### src/utf8sd_pkg.sv
// utf8sd_pkg: shared types and constants for the utf-8 stream decoder
// no dependencies; imported by every module of the decoder
`default_nettype none

package utf8sd_pkg;

  localparam int unsigned ByteW  = 8;
  localparam int unsigned CpW    = 21;
  localparam int unsigned LenW   = 3;
  localparam int unsigned HeldW  = 2;
  localparam int unsigned CountW = 3;

  localparam logic [CpW-1:0]   ReplCp = 21'h00FFFD;

  localparam logic [LenW-1:0]  LenNone = 3'd0;
  localparam logic [LenW-1:0]  LenTwo  = 3'd2;
  localparam logic [LenW-1:0]  LenThree = 3'd3;
  localparam logic [LenW-1:0]  LenFour = 3'd4;

  // burst of results caused by one byte: cnt results, all replacement
  // characters except the last, which is last_cp
  typedef struct packed {
    logic [CountW-1:0] cnt;
    logic [CpW-1:0]    last_cp;
  } burst_t;

endpackage

`default_nettype wire

### src/utf8_stream_decoder_unit.sv
// utf8_stream_decoder_unit: top level of the utf-8 stream decoder
// depends on utf8sd_pkg, utf8sd_decode and utf8sd_burst
//
// Takes utf-8 text one byte per request and returns 21-bit code points, with
// run_end_o marking the last result caused by each byte. A byte is held in an
// input register, decoded in one pass against the pending sequence state and
// its results are loaded into a result register, from which the first result
// of a byte is offered once the byte has moved out of the input register. The
// block takes one byte per cycle while the input is not stalled; a byte that
// gives n results (n up to four, only in error bursts, all U+FFFD but the last)
// occupies the single result register until all n are taken, and the input
// stalls meanwhile. Bytes that only extend a sequence give no result. No
// overlong or surrogate checks.
`default_nettype none

module utf8_stream_decoder_unit (
  input  logic                          clk_i,
  input  logic                          rst_ni,
  // byte requests
  input  logic                          text_valid_i,
  output logic                          text_stall_o,
  input  logic [utf8sd_pkg::ByteW-1:0]  text_byte_i,
  input  logic                          final_byte_i,
  // code point requests
  output logic                          out_valid_o,
  input  logic                          out_stall_i,
  output logic [utf8sd_pkg::CpW-1:0]    code_point_o,
  output logic                          run_end_o
);
  import utf8sd_pkg::*;

  // input register
  logic             in_vld_q, in_vld_d;
  logic [ByteW-1:0] byte_q;
  logic             fin_q;

  logic   can_load;   // result register frees up this cycle
  logic   advance;    // registered byte moves into the result register
  logic   accept;
  burst_t dec_burst;
  burst_t load_burst;

  assign advance      = in_vld_q && can_load;
  // input holds only while the registered byte waits on the result register
  assign text_stall_o = in_vld_q && !can_load;
  assign accept       = text_valid_i && !text_stall_o;

  always_comb begin
    in_vld_d = in_vld_q;
    if (accept) begin
      in_vld_d = 1'b1;
    end else if (advance) begin
      in_vld_d = 1'b0;
    end
  end

  always_ff @(posedge clk_i or negedge rst_ni) begin
    if (!rst_ni) begin
      in_vld_q <= 1'b0;
    end else begin
      in_vld_q <= in_vld_d;
    end
  end

  always_ff @(posedge clk_i) begin
    if (accept) begin
      byte_q <= text_byte_i;
      fin_q  <= final_byte_i;
    end
  end

  // sequence state and single-pass decode
  utf8sd_decode u_decode (
    .clk_i     (clk_i),
    .rst_ni    (rst_ni),
    .advance_i (advance),
    .byte_i    (byte_q),
    .final_i   (fin_q),
    .burst_o   (dec_burst)
  );

  // an empty burst is loaded when no byte is waiting, which drains the register
  assign load_burst = advance ? dec_burst : '{cnt: 3'd0, last_cp: ReplCp};

  utf8sd_burst u_burst (
    .clk_i        (clk_i),
    .rst_ni       (rst_ni),
    .load_en_i    (1'b1),
    .burst_i      (load_burst),
    .can_load_o   (can_load),
    .out_valid_o  (out_valid_o),
    .out_stall_i  (out_stall_i),
    .code_point_o (code_point_o),
    .run_end_o    (run_end_o)
  );

endmodule

`default_nettype wire

### src/utf8sd_decode.sv
// utf8sd_decode: sequence state and single-pass decode of one registered byte
// depends on utf8sd_pkg
`default_nettype none

module utf8sd_decode (
  input  logic                            clk_i,
  input  logic                            rst_ni,
  input  logic                            advance_i,
  input  logic [utf8sd_pkg::ByteW-1:0]    byte_i,
  input  logic                            final_i,
  output utf8sd_pkg::burst_t              burst_o
);
  import utf8sd_pkg::*;

  logic [CpW-1:0]   pv_q, pv_d;
  logic [LenW-1:0]  len_q, len_d;
  logic [HeldW-1:0] held_q, held_d;

  logic             pending, is_cont;
  logic [CpW-1:0]   pv_app;
  logic [HeldW-1:0] held_inc;
  logic             complete;
  logic [CountW-1:0] nrep;

  assign pending  = (len_q != LenNone);
  assign is_cont  = (byte_i[7:6] == 2'b10);
  assign pv_app   = {pv_q[CpW-7:0], byte_i[5:0]};
  assign held_inc = held_q + 2'd1;
  assign complete = ({1'b0, held_inc} + 3'd1) >= len_q;
  assign nrep     = pending ? ({1'b0, held_q} + 3'd1) : 3'd0;

  always_comb begin
    pv_d    = '0;
    len_d   = LenNone;
    held_d  = '0;
    burst_o = '{cnt: 3'd0, last_cp: ReplCp};
    if (pending && is_cont) begin
      if (complete) begin
        burst_o = '{cnt: 3'd1, last_cp: pv_app};
      end else if (final_i) begin
        // cut off: lead plus every held continuation
        burst_o = '{cnt: {1'b0, held_inc} + 3'd1, last_cp: ReplCp};
      end else begin
        pv_d   = pv_app;
        len_d  = len_q;
        held_d = held_inc;
      end
    end else begin
      // broken sequence flush (if any) then decode as a lead
      if (byte_i[7] == 1'b0) begin
        burst_o = '{cnt: nrep + 3'd1, last_cp: {13'd0, byte_i}};
      end else if (byte_i[7:5] == 3'b110 || byte_i[7:4] == 4'b1110 ||
                   byte_i[7:3] == 5'b11110) begin
        if (final_i) begin
          burst_o = '{cnt: nrep + 3'd1, last_cp: ReplCp};
        end else begin
          burst_o = '{cnt: nrep, last_cp: ReplCp};
          if (byte_i[7:5] == 3'b110) begin
            len_d = LenTwo;
            pv_d  = {16'd0, byte_i[4:0]};
          end else if (byte_i[7:4] == 4'b1110) begin
            len_d = LenThree;
            pv_d  = {17'd0, byte_i[3:0]};
          end else begin
            len_d = LenFour;
            pv_d  = {18'd0, byte_i[2:0]};
          end
        end
      end else begin
        burst_o = '{cnt: nrep + 3'd1, last_cp: ReplCp};
      end
    end
  end

  always_ff @(posedge clk_i or negedge rst_ni) begin
    if (!rst_ni) begin
      pv_q   <= '0;
      len_q  <= LenNone;
      held_q <= '0;
    end else if (advance_i) begin
      pv_q   <= pv_d;
      len_q  <= len_d;
      held_q <= held_d;
    end
  end

endmodule

`default_nettype wire

### src/utf8sd_burst.sv
// utf8sd_burst: result register that plays out a burst of up to four results
// depends on utf8sd_pkg
`default_nettype none

module utf8sd_burst (
  input  logic                          clk_i,
  input  logic                          rst_ni,
  input  logic                          load_en_i,
  input  utf8sd_pkg::burst_t            burst_i,
  output logic                          can_load_o,
  output logic                          out_valid_o,
  input  logic                          out_stall_i,
  output logic [utf8sd_pkg::CpW-1:0]    code_point_o,
  output logic                          run_end_o
);
  import utf8sd_pkg::*;

  logic [CountW-1:0] cnt_q, cnt_d;
  logic [CpW-1:0]    last_q, last_d;
  logic              take;

  assign out_valid_o  = (cnt_q != 3'd0);
  assign run_end_o    = (cnt_q == 3'd1);
  assign code_point_o = run_end_o ? last_q : ReplCp;
  assign take         = out_valid_o && !out_stall_i;
  assign can_load_o   = (cnt_q == 3'd0) || (run_end_o && !out_stall_i);

  always_comb begin
    cnt_d  = cnt_q;
    last_d = last_q;
    if (load_en_i && can_load_o) begin
      cnt_d  = burst_i.cnt;
      last_d = burst_i.last_cp;
    end else if (take) begin
      cnt_d = cnt_q - 3'd1;
    end
  end

  always_ff @(posedge clk_i or negedge rst_ni) begin
    if (!rst_ni) begin
      cnt_q <= '0;
    end else begin
      cnt_q <= cnt_d;
    end
  end

  always_ff @(posedge clk_i) begin
    last_q <= last_d;
  end

endmodule

`default_nettype wire

### config.mk
export PLATFORM = sky130hd
export DESIGN_NAME = utf8_stream_decoder_unit
export DESIGN_NICKNAME = d
export VERILOG_FILES = /design/src/utf8sd_pkg.sv /design/src/utf8_stream_decoder_unit.sv /design/src/utf8sd_decode.sv /design/src/utf8sd_burst.sv
export SDC_FILE = /design/constraint.sdc
export NUM_CORES = 1
export LEC_CHECK = 0
export ABC_AREA = 1
export BUFFER_PORTS_ARGS = -buffer_cell sky130_fd_sc_hd__buf_4
export CAP_MARGIN = 20
export CORE_AREA = 2 2 73 75
export CTS_CLUSTER_SIZE = 20
export DETAILED_ROUTE_END_ITERATION = 6
export DIE_AREA = 0 0 75 77
export HOLD_SLACK_MARGIN = 0.12
export PLACE_DENSITY = 0.77
export SYNTH_ARGS = -nofsm -noshare
export SYNTH_HDL_FRONTEND = slang
export SYNTH_SLANG_ARGS = --single-unit
### constraint.sdc
create_clock -name clk_i -period 3.45 [get_ports clk_i]
set_input_delay 0 -clock clk_i [delete_from_list [all_inputs] [get_ports clk_i]]
set_output_delay 0 -clock clk_i [all_outputs]
set_load 0.03 [all_outputs]
-- After elaboration in Yosys (flattened, before gate mapping)
Index checks and enable logic that the tools add are counted.
- output and inout port bits: 24
- register bits: 54
- reductions and logical operators: 18
- muxes and demuxes: 32
- equal/unequal tests: 6
- add/subtract/negate cells: 5
- magnitude comparators: 1
- operator list (kind ; number):
    $mux 24 ; 7
    $mux 15 ; 7
    $mux 3 ; 11
    $mux 21 ; 1
    $add 2x1->3 const B ; 2
    $logic_and 1x1->1 ; 6
    $mux 2 ; 3
    $reduce_bool 3->1 ; 2
    $eq 5x5->1 const B ; 1
    $eq 4x4->1 const B ; 1
    $mux 4 ; 1
    $reduce_bool 2->1 ; 2
    $add 3x1->3 const B ; 1
    $eq 3x1->1 const B ; 1
    $eq 3x3->1 const B ; 1
    $ge 3x3->1 ; 1
    $logic_not 1->1 ; 3
    $logic_not 3->1 ; 1
    $logic_or 1x1->1 ; 3
    $ne 3x2->1 const B ; 1
    $sub 3x1->3 const B ; 1
    $add 2x1->2 const B ; 1
    $eq 2x2->1 const B ; 1
    $mux 1 ; 2
    $reduce_and 2->1 ; 1

-- Logic depth before layout (Yosys ltp)
Gate-level depths: netlist (run 1).
- depth in word-level cells: 9
- gate-level depth with buffers: 15
- depth with buffers taken out: 14

-- Hierarchy
A second synthesis (run 1) with hierarchy kept.
- cell total of the unflattened synthesis: 359
- area, all modules: 3035.4 µm²
- modules (own cells, without submodules) (module ; cells an instance ; times used ; area an instance (µm²)):
    utf8sd_decode ; 203 ; 1 ; 1411.4
    utf8sd_burst ; 88 ; 1 ; 1074.8
    utf8_stream_decoder_unit ; 68 ; 1 ; 549.3

-- Worst setup path after synthesis (run 1)
No wires, ideal clock.
- path kind: reg2reg
- start: reg u_decode.held_q[0]
- end: reg u_burst.last_q[10] (data pin)
- data arrival time: 2195 ps
- data required time: 3196 ps
- buffers on the path: 1
- stages on the path, launching flop included: 14
- setup slack: 1001 ps
- clock period less this slack: 2449 ps
- cell sequence: dfrtp_1 > inv_1 > ha_1 > xnor2_1 > inv_1 > ha_1 > nand2_1 > nor2_1 > nor2_1 > nand2_1 > nor2_8 > a211oi_4 > buf_6 > o21ai_2
- longest elaborated chain between the ends: 5
- ends and longest elaborated chain (item ; line ; text):
    start, declared ; utf8sd_decode.sv:17 ; logic [HeldW-1:0] held_q, held_d;
    start signal, assigned ; utf8sd_decode.sv:83 ; held_q <= held_d;
    $add 2x1->2 ; utf8sd_decode.sv:28 ; assign held_inc = held_q + 2'd1;
    $add 2x1->3 ; utf8sd_decode.sv:29 ; assign complete = ({1'b0, held_inc} + 3'd1) >= len_q;
    $ge 3x3->1 ; utf8sd_decode.sv:29 ;
    $mux 24 ; utf8sd_decode.sv:38 ; if (complete) begin
    $mux 24 ; utf8sd_decode.sv:37 ; if (pending && is_cont) begin
    end signal, assigned ; utf8sd_burst.sv:48 ; last_q <= last_d;
    end, declared ; utf8sd_burst.sv:19 ; logic [CpW-1:0] last_q, last_d;
No other way between the ends.
A chain may end at the register's enable or synchronous reset.

-- Worst setup path in the final report (run 1)
- start: reg u_decode.held_q[0]
- end: reg u_burst.last_q[14] (data pin)
The elaborated chain is that of the path after synthesis.

==> impl_metrics.py, run 1 <==
metrics = {
    "floorplanning": {
        "die_width_um": 75,
        "row_count": 26,
        "die_area_um2": 5775,
        "coreArea_um2": 4977,
        "die_height_um": 77,
        "start_util": 0.5495,
        "io_pins": 37,
    },
    "pwr": {
        "p_leak_nw": 1.390,
        "p_sw_mw": 0.9261,
        "ir_drop_v": 0.0004906,
        "combPwrFrac": 0.396,
        "clkPwrFrac": 0.179,
        "power_frac_seq": 0.425,
        "p_sw_frac": 0.3965,
        "p_int_mw": 1.409,
        "p_per_area_nw_per_um2": 715.7,
    },
    "setup_path": {
        "path_depth": 12,
        "arrival_ns": 2.96,
        "path_cells": "inv_1 > ha_1 > xnor2_1 > inv_1 > ha_1 > nand2_1 > nor2_1 > nor2_1 > nand2_1 > nor2_8 > a211oi_4 > o21ai_0",
        "path_buf_inv": 2,
        "path_max_fanout": 14,
        "cp-end-kind": "flop",
        "slowest_delay_ns": 0.49,
        "reg2reg_depth": 12,
        "critical-path-top-delay-family": "compound AO/OA/AOI/OAI gates",
        "worstSetupPathType": "flop to flop",
        "crit_required_ns": 3.47,
        "slowest_stage": "a211oi_4",
        "startpoint_type": "flop",
    },
    "synthesis": {
        "synth_nets": 303,
        "synth-seq-cells": 54,
        "synth_area_leaders": "edfxtp_1, dfrtp_1, nand2_1",
        "synth_top_area_share": 0.3294,
        "synth_area_um2": 2735,
        "synthCells": 281,
        "yosysSeqAreaShare": 0.5489,
        "ys_types": 27,
        "yosys_warnings": 0,
        "avgSynthCellArea_um2": 9.734,
        "yosys.area.top_type": "edfxtp_1",
    },
    "finish": {
        "nNetsFinal": 351,
        "layout-drive-gt1-share": 0.2606,
        "diodes": 0,
        "areaGrowthSynthToFinish_pct": 19.30,
    },
    "clock_tree": {
        "clock-sinks": 54,
        "cts_tree": "yes",
        "h-tree-depth": 2,
        "clk_latency_ns": 0.31,
        "clk_pin_slew_ns": 0.10,
        "clock_path_buffers": 2,
        "root_buffer": "clkbuf_8",
        "cts-buffers-inserted": 5,
    },
    "route": {
        "ant_nets": 0,
        "vias_per_cell": 4.933,
        "wl_per_cell_um": 12.33,
        "route.vias.total": 1973,
        "drc": 0,
        "routed_wl_mm": 4.930,
        "dr.pass1.iters": 4,
        "drtIter0Drc": 147,
    },
    "timing": {
        "rsz0062_at_grt": "false",
        "finalSetupViolCount": 0,
        "finalHoldViolCount": 0,
        "fin_ws_ns": 0.5078,
        "max_freq_ghz": 0.3399,
        "finClkSkew_ns": 0.01300,
        "period_minus_slack_ns": 2.942,
        "final_max_slew_viol_count": 0,
        "worstMarginPinSlew_ns": 0.5924,
        "min_period_over_period": 0.8528,
        "finalSetupTns_ns": 0,
        "relSlewSlack": 0.6038,
    },
    "grt": {
        "antenna_found_initial": 0,
        "grt_remaining_overflow": 0,
        "grt_max_degree": 25,
        "globalRouteTotalUtil": 0.1932,
        "grt_pass1_vias": 1857,
        "grt_first_pass_wirelength_mm": 8.480,
    },
    "place": {
        "dp_hpwl_mm": 3.562,
        "gp_routability_congestion": 0.8578,
        "numPortBuffers": 36,
        "pre_cts_ws_ns": 0.4767,
    },
    "worst_hold_path": {
        "hp-class": "primary input to asynchronous set/reset pin",
    },
    "flow_run": {
        "maxCapViolCount": 0,
    },
    "outcome": {
        "outcome": "complete, no violations",
    },
}
## what timing repair did
action	4_1_cts	5_1_grt
endpoints found under the setup margin	0	0
setup buffers	0	0
endpoints found under the hold margin	37	0
gates resized for setup	0	0
hold buffers	12	0
## final timing paths
path	start	end	slack, ns
hold reg to reg	u_decode.pv_q[8]$_DFFE_PN0P_	u_decode.pv_q[14]$_DFFE_PN0P_	0.49
max in group asynchronous	rst_ni	u_burst.cnt_q[2]$_DFFE_PN0P_	3.07
setup reg to reg	u_decode.held_q[0]$_DFFE_PN0P_	u_burst.last_q[14]$_SDFFCE_PN1N_	0.51
min in group clk_i	final_byte_i	fin_q$_DFFE_PP_	0.41
setup / recovery	u_decode.held_q[0]$_DFFE_PN0P_	u_burst.last_q[14]$_SDFFCE_PN1N_	0.51
hold / removal	rst_ni	u_decode.held_q[0]$_DFFE_PN0P_	0.12
## cells in the mapped netlist
cell type / n
or2_2: 15
dfrtp_1: 24
inv_2: 3
buf_6: 4
xor2_1: 1
ha_1: 9
xnor2_1: 1
nand2_4: 4
edfxtp_1: 30
o21ai_0: 19
nor2_2: 1
nand2_2: 3
clkbuf_1: 2
nor2_8: 1
nor2_4: 2
nand2_1: 52
nor2_1: 17
inv_1: 45
o22ai_1: 2
o21ai_1: 1
nand4_1: 2
buf_4: 2
nand3_1: 13
o21ai_2: 12
nor3_1: 5
a211oi_4: 1
a21oi_1: 10
## state kept, by name (all words and copies together) (netlist names)
| register | cells |
|---|---|
| u_decode.len_q | 3 |
| u_decode.pv_q | 15 |
| u_burst.last_q | 21 |
| fin_q | 1 |
| u_burst.cnt_q | 3 |
| in_vld_q | 1 |
| u_decode.held_q | 2 |
| byte_q | 8 |
## cell type report
cell class / instances / area (um^2)
inverters: 48 / 180.2
well taps: 70 / 87.58
multi-input cells: 171 / 985.9
flip-flops and latches: 54 / 1501
fillers: 402 / 1714
clock inverters: 2 / 37.54
repair buffers: 49 / 397.9
clock buffers: 6 / 72.57
## routing by layer
layer | share of wire | track usage | wire [um]
met5 | 0 | 0 | 0
met2 | 0.49 | 0.3105 | 2411
met1 | 0.44 | 0.2623 | 2177
met3 | 0.053 | 0.03942 | 263
met4 | 0.016 | 0.05714 | 77
## placed cells by master (no fill, tap or decap)
master         Yosys  routed
nand2_1           52      52
inv_1             45      45
buf_4              2      37
edfxtp_1          30      30
dfrtp_1           24      24
o21ai_0           19      19
nor2_1            17      17
or2_2             15      15
nand3_1           13      13
o21ai_2           12      12
dlygate4sd3_1      0      12
a21oi_1           10      10
ha_1               9       9
nor3_1             5       5
clkbuf_8           0       5
nand2_4            4       4
inv_2              3       3
nand2_2            3       3
nor2_4             2       2
o22ai_1            2       2
nand4_1            2       2
nor2_2             1       1
o21ai_1            1       1
nor2_8             1       1
a211oi_4           1       1
xor2_1             1       1
xnor2_1            1       1
clkinvlp_4         0       1
clkbuf_1           2       1
bufinv_16          0       1
## through the flow
step	util	area (um^2)	hold slack, ns	total power [mW]	instances
final	0.6556	3263	0.1202	2.335	400
after global placement	0.6094	3033	-0.08031	1.896	380
after global routing	0.6556	3263	0.1407	2.524	400
after floorplan	-	2735	-0.2956	1.709	281
after CTS	0.6556	3263	0.1229	2.347	400
after detailed placement	0.6094	3033	-0.07993	1.924	380
## cells by family (layout without fill, tap and decap cells)
kind of cell | count (synthesis) | after routing | synth area share
AOI/OAI and AO/OA | 45 | 45 | 0.1052
xor gates and xnor gates | 2 | 2 | 0.006406
and+or+nand+nor | 115 | 115 | 0.2077
DFF | 54 | 54 | 0.5489
buffers and inverters | 56 | 105 | 0.09057
adders and majority gates | 9 | 9 | 0.04117
## worst register-to-register path: stages (launching register included)
cell,delay (ns)
dfrtp_1,0.45
inv_1,0.12
ha_1,0.35
xnor2_1,0.21
inv_1,0.07
ha_1,0.29
nand2_1,0.05
nor2_1,0.08
nor2_1,0.06
nand2_1,0.20
nor2_8,0.07
a211oi_4,0.49
o21ai_0,0.23
## power by group through the flow
stage	clock [mW]	combinational, mW	sequential (mW)
4_1_cts	0.424	0.933	0.991
6_report	0.417	0.925	0.993
3_5_place_dp	0	0.918	1.01
3_3_place_gp	0	0.897	0.999
5_1_grt	0.448	1.06	1.02
2_1_floorplan	0	0.732	0.977
Power figures use the tool's default switching activity.
==> inputs of run 2 (changes only) <==
==> constraint.sdc (replaced) <==
create_clock -name clk_i -period 2.9 [get_ports clk_i]
set_input_delay 0 -clock clk_i [delete_from_list [all_inputs] [get_ports clk_i]]
set_output_delay 0 -clock clk_i [all_outputs]
set_load 0.03 [all_outputs]
==> impl_metrics.py, run 2 (synthesis gave the netlist of run 1 again) <==
metrics = {
    "timing": {
        "period_minus_slack_ns": 2.713,
        "final_max_slew_viol_count": 0,
        "relSlewSlack": 0.6427,
        "min_period_over_period": 0.9354,
        "finClkSkew_ns": 0.007986,
        "finalHoldViolCount": 0,
        "rsz0062_at_grt": "false",
        "max_freq_ghz": 0.3686,
        "whs_ns": 0.1156,
        "finalSetupTns_ns": 0,
        "worstMarginPinSlew_ns": 0.5346,
        "finalSetupViolCount": 0,
    },
    "clock_tree": {
        "clock-sinks": 54,
        "clk_pin_slew_ns": 0.09,
        "clock_path_buffers": 2,
        "cts-buffers-inserted": 5,
        "clk_latency_ns": 0.31,
        "cts_setup_buffers": 0,
        "cts_tree": "yes",
        "h-tree-depth": 2,
        "root_buffer": "clkbuf_8",
    },
    "finish": {
        "regMostFlops": "u_burst.last_q",
        "mostFrequentLayoutCell": "nand2_1",
        "largest_register_ffs": 21,
        "fillers": 406,
        "top_regs": "u_burst.last_q: 21 flops, u_decode.pv_q: 15 flops, byte_q: 8 flops",
        "final_cells": 401,
        "diodes": 0,
        "areaGrowthSynthToFinish_pct": 19.72,
        "layout-drive-gt1-share": 0.2689,
        "nNetsFinal": 352,
        "final_cell_mix": "nand2_1, inv_1, buf_4",
    },
    "route": {
        "route.vias.total": 1967,
        "ant_nets": 0,
        "drc": 0,
        "drtIter0Drc": 147,
        "wl_per_cell_um": 12.87,
        "vias_per_cell": 4.905,
        "dr.pass1.iters": 5,
        "routed_wl_mm": 5.160,
    },
    "setup_path": {
        "worstSetupPathType": "flop to flop",
        "arrival_ns": 2.78,
        "path_max_fanout": 10,
        "startpoint_type": "flop",
        "crit_required_ns": 2.96,
        "cp-end-kind": "flop",
    },
    "grt": {
        "grt_max_degree": 25,
        "antenna_found_initial": 0,
        "globalRouteTotalUtil": 0.2010,
        "grt_remaining_overflow": 0,
        "grt_first_pass_wirelength_mm": 8.811,
        "grt_pass1_vias": 1940,
    },
    "outcome": {
        "outcome": "complete, no violations",
    },
    "floorplanning": {
        "die_width_um": 75,
        "die_area_um2": 5775,
        "die_height_um": 77,
        "row_count": 26,
        "io_pins": 37,
        "start_util": 0.5495,
        "coreArea_um2": 4977,
    },
    "place": {
        "gp_routability_congestion": 0.8556,
        "dp_hpwl_mm": 3.829,
        "numPortBuffers": 36,
        "dpl.cell_count": 381,
    },
    "worst_hold_path": {
        "hp-class": "primary input to asynchronous set/reset pin",
    },
    "pwr": {
        "power_mw": 2.820,
        "ir_drop_v": 0.0004279,
        "p_leak_nw": 1.394,
        "p_per_area_nw_per_um2": 861.2,
    },
    "flow_run": {
        "maxCapViolCount": 0,
    },
}
run 2: changes by cell type in the layout (fill, tap and decap cells not counted):
| cell | change |
|---|---|
| buf_4 | +1 |
| dfrtp_2 | +1 |
| dfrtp_1 | -1 |
| nand2_1 | -1 |
| nand2_2 | +1 |
run 2: layout make-up:
class | instances | area, um^2 | area share
flip-flops and latches | 54 | 1503 | 0.4589
multi-input cells | 171 | 988.4 | 0.3019
repair buffers | 50 | 405.4 | 0.1238
inverters | 48 | 180.2 | 0.05502
well taps | 70 | 87.58 | 0.02675
clock buffers | 6 | 72.57 | 0.02216
clock inverters | 2 | 37.54 | 0.01146
run 2: final timing paths:
path | from | to | slack (ns) | cells after the start
max in group asynchronous | rst_ni | u_decode.held_q[0]$_DFFE_PN0P_ | 2.54 | 2
setup reg to reg | u_decode.held_q[0]$_DFFE_PN0P_ | u_burst.last_q[4]$_SDFFCE_PN1N_ | 0.19 | 13
min in group clk_i | text_byte_i[2] | byte_q[2]$_DFFE_PP_ | 0.41 | 2
setup / recovery | u_decode.held_q[0]$_DFFE_PN0P_ | u_burst.last_q[4]$_SDFFCE_PN1N_ | 0.19 | 13
hold reg to reg | u_decode.pv_q[7]$_DFFE_PN0P_ | u_decode.pv_q[13]$_DFFE_PN0P_ | 0.49 | 2
hold / removal | rst_ni | u_decode.held_q[1]$_DFFE_PN0P_ | 0.12 | 2
run 2: power by group:
part | switching, mW | total [mW] | internal, mW
clock | 0.235 | 0.493 | 0.258
sequential | 0.127 | 1.19 | 1.06
combinational | 0.773 | 1.14 | 0.369
run 2: metal layers:
layer	share of wire	up-vias	GRT usage
li1	-	999	-
met1	0.42	908	0.2507
met2	0.52	52	0.3474
met3	0.045	8	0.04205
met4	0.015	0	0.05357
met5	0	-	0
run 2: repair_timing:
action,CTS,global route
hold endpoints to repair,37,0
setup endpoints to repair,0,21
resized for setup,0,2
hold buffers,12,0
run 2: through the flow:
| step | setup slack (ns) | instance area, um^2 | utilization |
|---|---|---|---|
| 4_1_cts | 0.1266 | 3271 | 0.6571 |
| 3_5_place_dp | 0.1457 | 3040 | 0.6109 |
| 5_1_grt | 0.01969 | 3274 | 0.6579 |
| 6_report | 0.1874 | 3274 | 0.6579 |
| 2_1_floorplan | 0.4505 | 2735 | - |
| 3_3_place_gp | 0.3104 | 3040 | 0.6109 |
run 2: worst max-delay path, cell delays in order, from the launching register on:
cell and delay [ns]:
dfrtp_2 0.45, inv_1 0.14, ha_1 0.28, xnor2_1 0.23
inv_1 0.08, ha_1 0.30, nand2_1 0.05, nor2_1 0.11
nor2_1 0.09, nand2_2 0.14, nor2_8 0.06, a211oi_4 0.22
buf_4 0.22, nand2_1 0.09
==> inputs of run 3 (changes only) <==
--- a/config.mk
+++ b/config.mk
@@ -8,12 +8,14 @@
 export ABC_AREA = 1
 export BUFFER_PORTS_ARGS = -buffer_cell sky130_fd_sc_hd__buf_4
 export CAP_MARGIN = 20
-export CORE_AREA = 2 2 73 75
+export CELL_PAD_IN_SITES_DETAIL_PLACEMENT = 1
+export CELL_PAD_IN_SITES_GLOBAL_PLACEMENT = 1
+export CORE_AREA = 2 2 82 84
 export CTS_CLUSTER_SIZE = 20
 export DETAILED_ROUTE_END_ITERATION = 6
-export DIE_AREA = 0 0 75 77
+export DIE_AREA = 0 0 84 86
 export HOLD_SLACK_MARGIN = 0.12
-export PLACE_DENSITY = 0.77
+export PLACE_DENSITY_LB_ADDON = 0.1
 export SYNTH_ARGS = -nofsm -noshare
 export SYNTH_HDL_FRONTEND = slang
 export SYNTH_SLANG_ARGS = --single-unit
==> impl_metrics.py, run 3 (synthesis gave the netlist of run 1 again) <==
metrics = {
    "outcome": {
        "outcome": "complete, no violations",
    },
    "floorplanning": {
        "die_area_um2": 7224,
        "die_width_um": 84,
        "die_height_um": 86,
        "start_util": 0.4357,
        "io_pins": 37,
        "coreArea_um2": 6277,
        "row_count": 29,
    },
    "timing": {
        "finalHoldViolCount": 0,
        "min_period_over_period": 0.9255,
        "finalSetupViolCount": 0,
        "worstMarginPinSlew_ns": 0.6243,
        "max_freq_ghz": 0.3726,
        "relSlewSlack": 0.5828,
        "finalSetupTns_ns": 0,
        "whs_ns": 0.1130,
        "fin_ws_ns": 0.2160,
        "period_minus_slack_ns": 2.684,
        "final_max_slew_viol_count": 0,
        "finClkSkew_ns": 0.01005,
    },
    "route": {
        "met1_length_mm": 2.496,
        "drtIter0Drc": 128,
        "routed_wl_mm": 5.861,
        "vias_per_cell": 4.912,
        "highest_layer": "met4",
        "wl_met2_mm": 3.088,
        "ant_nets": 0,
        "dr.pass1.iters": 4,
        "drc": 0,
        "route.vias.total": 2009,
        "met3WireLength_um": 164,
        "wl_per_cell_um": 14.33,
    },
    "finish": {
        "largest_register_ffs": 21,
        "top_regs": "u_burst.last_q: 21 flops, u_decode.pv_q: 15 flops, byte_q: 8 flops",
        "mostFrequentLayoutCell": "nand2_1",
        "areaGrowthSynthToFinish_pct": 19.85,
        "regMostFlops": "u_burst.last_q",
        "nNetsFinal": 353,
        "layout-drive-gt1-share": 0.2681,
        "finalCoreUtilization": 0.5222,
        "fillers": 722,
        "multi_input_area_um2": 988.4,
        "diodes": 0,
        "final_cell_mix": "nand2_1, inv_1, buf_4",
        "seqCellArea_um2": 1503,
    },
    "setup_path": {
        "path_cells": "inv_1 > ha_1 > xnor2_1 > inv_1 > ha_1 > nand2_1 > nor2_1 > nor2_1 > nand2_2 > nor2_8 > a211oi_4 > buf_4 > nand2_1",
        "crit_start": "u_decode.held_q[0]$_DFFE_PN0P_",
        "startpoint_type": "flop",
        "slowest_delay_ns": 0.46,
        "slowest_stage": "dfrtp_2",
        "arrival_ns": 2.76,
        "r2r_end": "u_burst.last_q[8]$_SDFFCE_PN1N_",
        "cp-endpoint": "u_burst.last_q[8]$_SDFFCE_PN1N_",
        "worstSetupPathType": "flop to flop",
        "path_max_fanout": 10,
        "cp-end-kind": "flop",
        "reg2reg_depth": 13,
        "r2r_slack_ns": 0.22,
        "r2r_start": "u_decode.held_q[0]$_DFFE_PN0P_",
        "crit_required_ns": 2.97,
    },
    "worst_hold_path": {
        "hp-class": "primary input to asynchronous set/reset pin",
    },
    "clock_tree": {
        "clk_latency_ns": 0.31,
        "clock-sinks": 54,
        "cts-buffers-inserted": 5,
        "cts_tree": "yes",
        "clock_path_buffers": 2,
        "root_buffer": "clkbuf_8",
        "clk_pin_slew_ns": 0.10,
        "h-tree-depth": 2,
    },
    "place": {
        "numPortBuffers": 36,
        "pre_cts_ws_ns": 0.09468,
        "dp_hpwl_mm": 4.430,
        "gp_routability_congestion": 0.7895,
    },
    "grt": {
        "grt_pass1_vias": 2109,
        "globalRouteTotalUtil": 0.1802,
        "grt_max_degree": 25,
        "grt_first_pass_wirelength_mm": 10.12,
        "antenna_found_initial": 0,
        "grt_remaining_overflow": 0,
    },
    "pwr": {
        "p_leak_nw": 1.394,
        "p_per_area_nw_per_um2": 838.7,
        "ir_drop_v": 0.0004671,
    },
    "flow_run": {
        "maxCapViolCount": 0,
    },
}
[run 3: cell types whose count changed in the layout (fill, tap and decap cells not counted), sizes merged]
cell | before | now
bufinv | 1 | 0
clkinvlp | 1 | 0
clkbuf | 6 | 5
clkinv | 0 | 3
buf | 38 | 39
[run 3: what timing repair did]
action | 4_1_cts | 5_1_grt
setup buffers | 0 | 1
hold endpoints to repair | 37 | 0
setup endpoints to repair | 0 | 22
gates resized for setup | 0 | 2
hold buffers | 12 | 0
[run 3: worst min path at each step]
stage,from,to,slack [ns],depth (start not counted)
final,rst_ni,u_burst.cnt_q[0]$_DFFE_PN0P_,0.11,2
after detailed placement,rst_ni,u_burst.cnt_q[0]$_DFFE_PN0P_,-0.07,1
after global routing,rst_ni,u_burst.cnt_q[0]$_DFFE_PN0P_,0.14,2
after CTS,rst_ni,u_burst.cnt_q[0]$_DFFE_PN0P_,0.12,2
after global placement,rst_ni,u_burst.cnt_q[0]$_DFFE_PN0P_,-0.07,1
after floorplan,rst_ni,in_vld_q$_DFFE_PN0P_,-0.30,0
[run 3: worst max-delay path: cells and delay by family, from the launching register on]
family | cells | cell delay, ns
adders and majority gates | 2 | 0.58
and+or+nand+nor | 6 | 0.47
DFF | 1 | 0.46
buffers and inverters | 3 | 0.46
xor gates and xnor gates | 1 | 0.25
AOI/OAI and AO/OA | 1 | 0.23
[run 3: metal layers]
layer,global-route usage,up-vias
li1,-,1000
met5,0,-
met3,0.03080,8
met4,0.06745,0
met2,0.3215,35
met1,0.2199,966
[run 3: per-stage QoR]
step | instances | area [um^2] | power (mW)
2_1_floorplan | 281 | 2735 | 2.033
3_3_place_gp | 388 | 3049 | 2.307
3_5_place_dp | 388 | 3049 | 2.348
4_1_cts | 408 | 3254 | 2.774
5_1_grt | 409 | 3278 | 2.962
6_report | 409 | 3278 | 2.749
[run 3: layout make-up]
| type | count | share of cell area |
|---|---|---|
| repair buffers | 51 | 0.1298 |
| clock inverters | 3 | 0.004962 |
| multi-input cells | 171 | 0.3015 |
| inverters | 48 | 0.05496 |
| well taps | 77 | 0.02939 |
| clock buffers | 5 | 0.02099 |
| flip-flops and latches | 54 | 0.4584 |
[run 3: power by group]
part | internal (mW) | total (mW) | switching (mW)
combinational | 0.368 | 1.14 | 0.775
sequential | 1.06 | 1.19 | 0.131
clock | 0.166 | 0.416 | 0.250
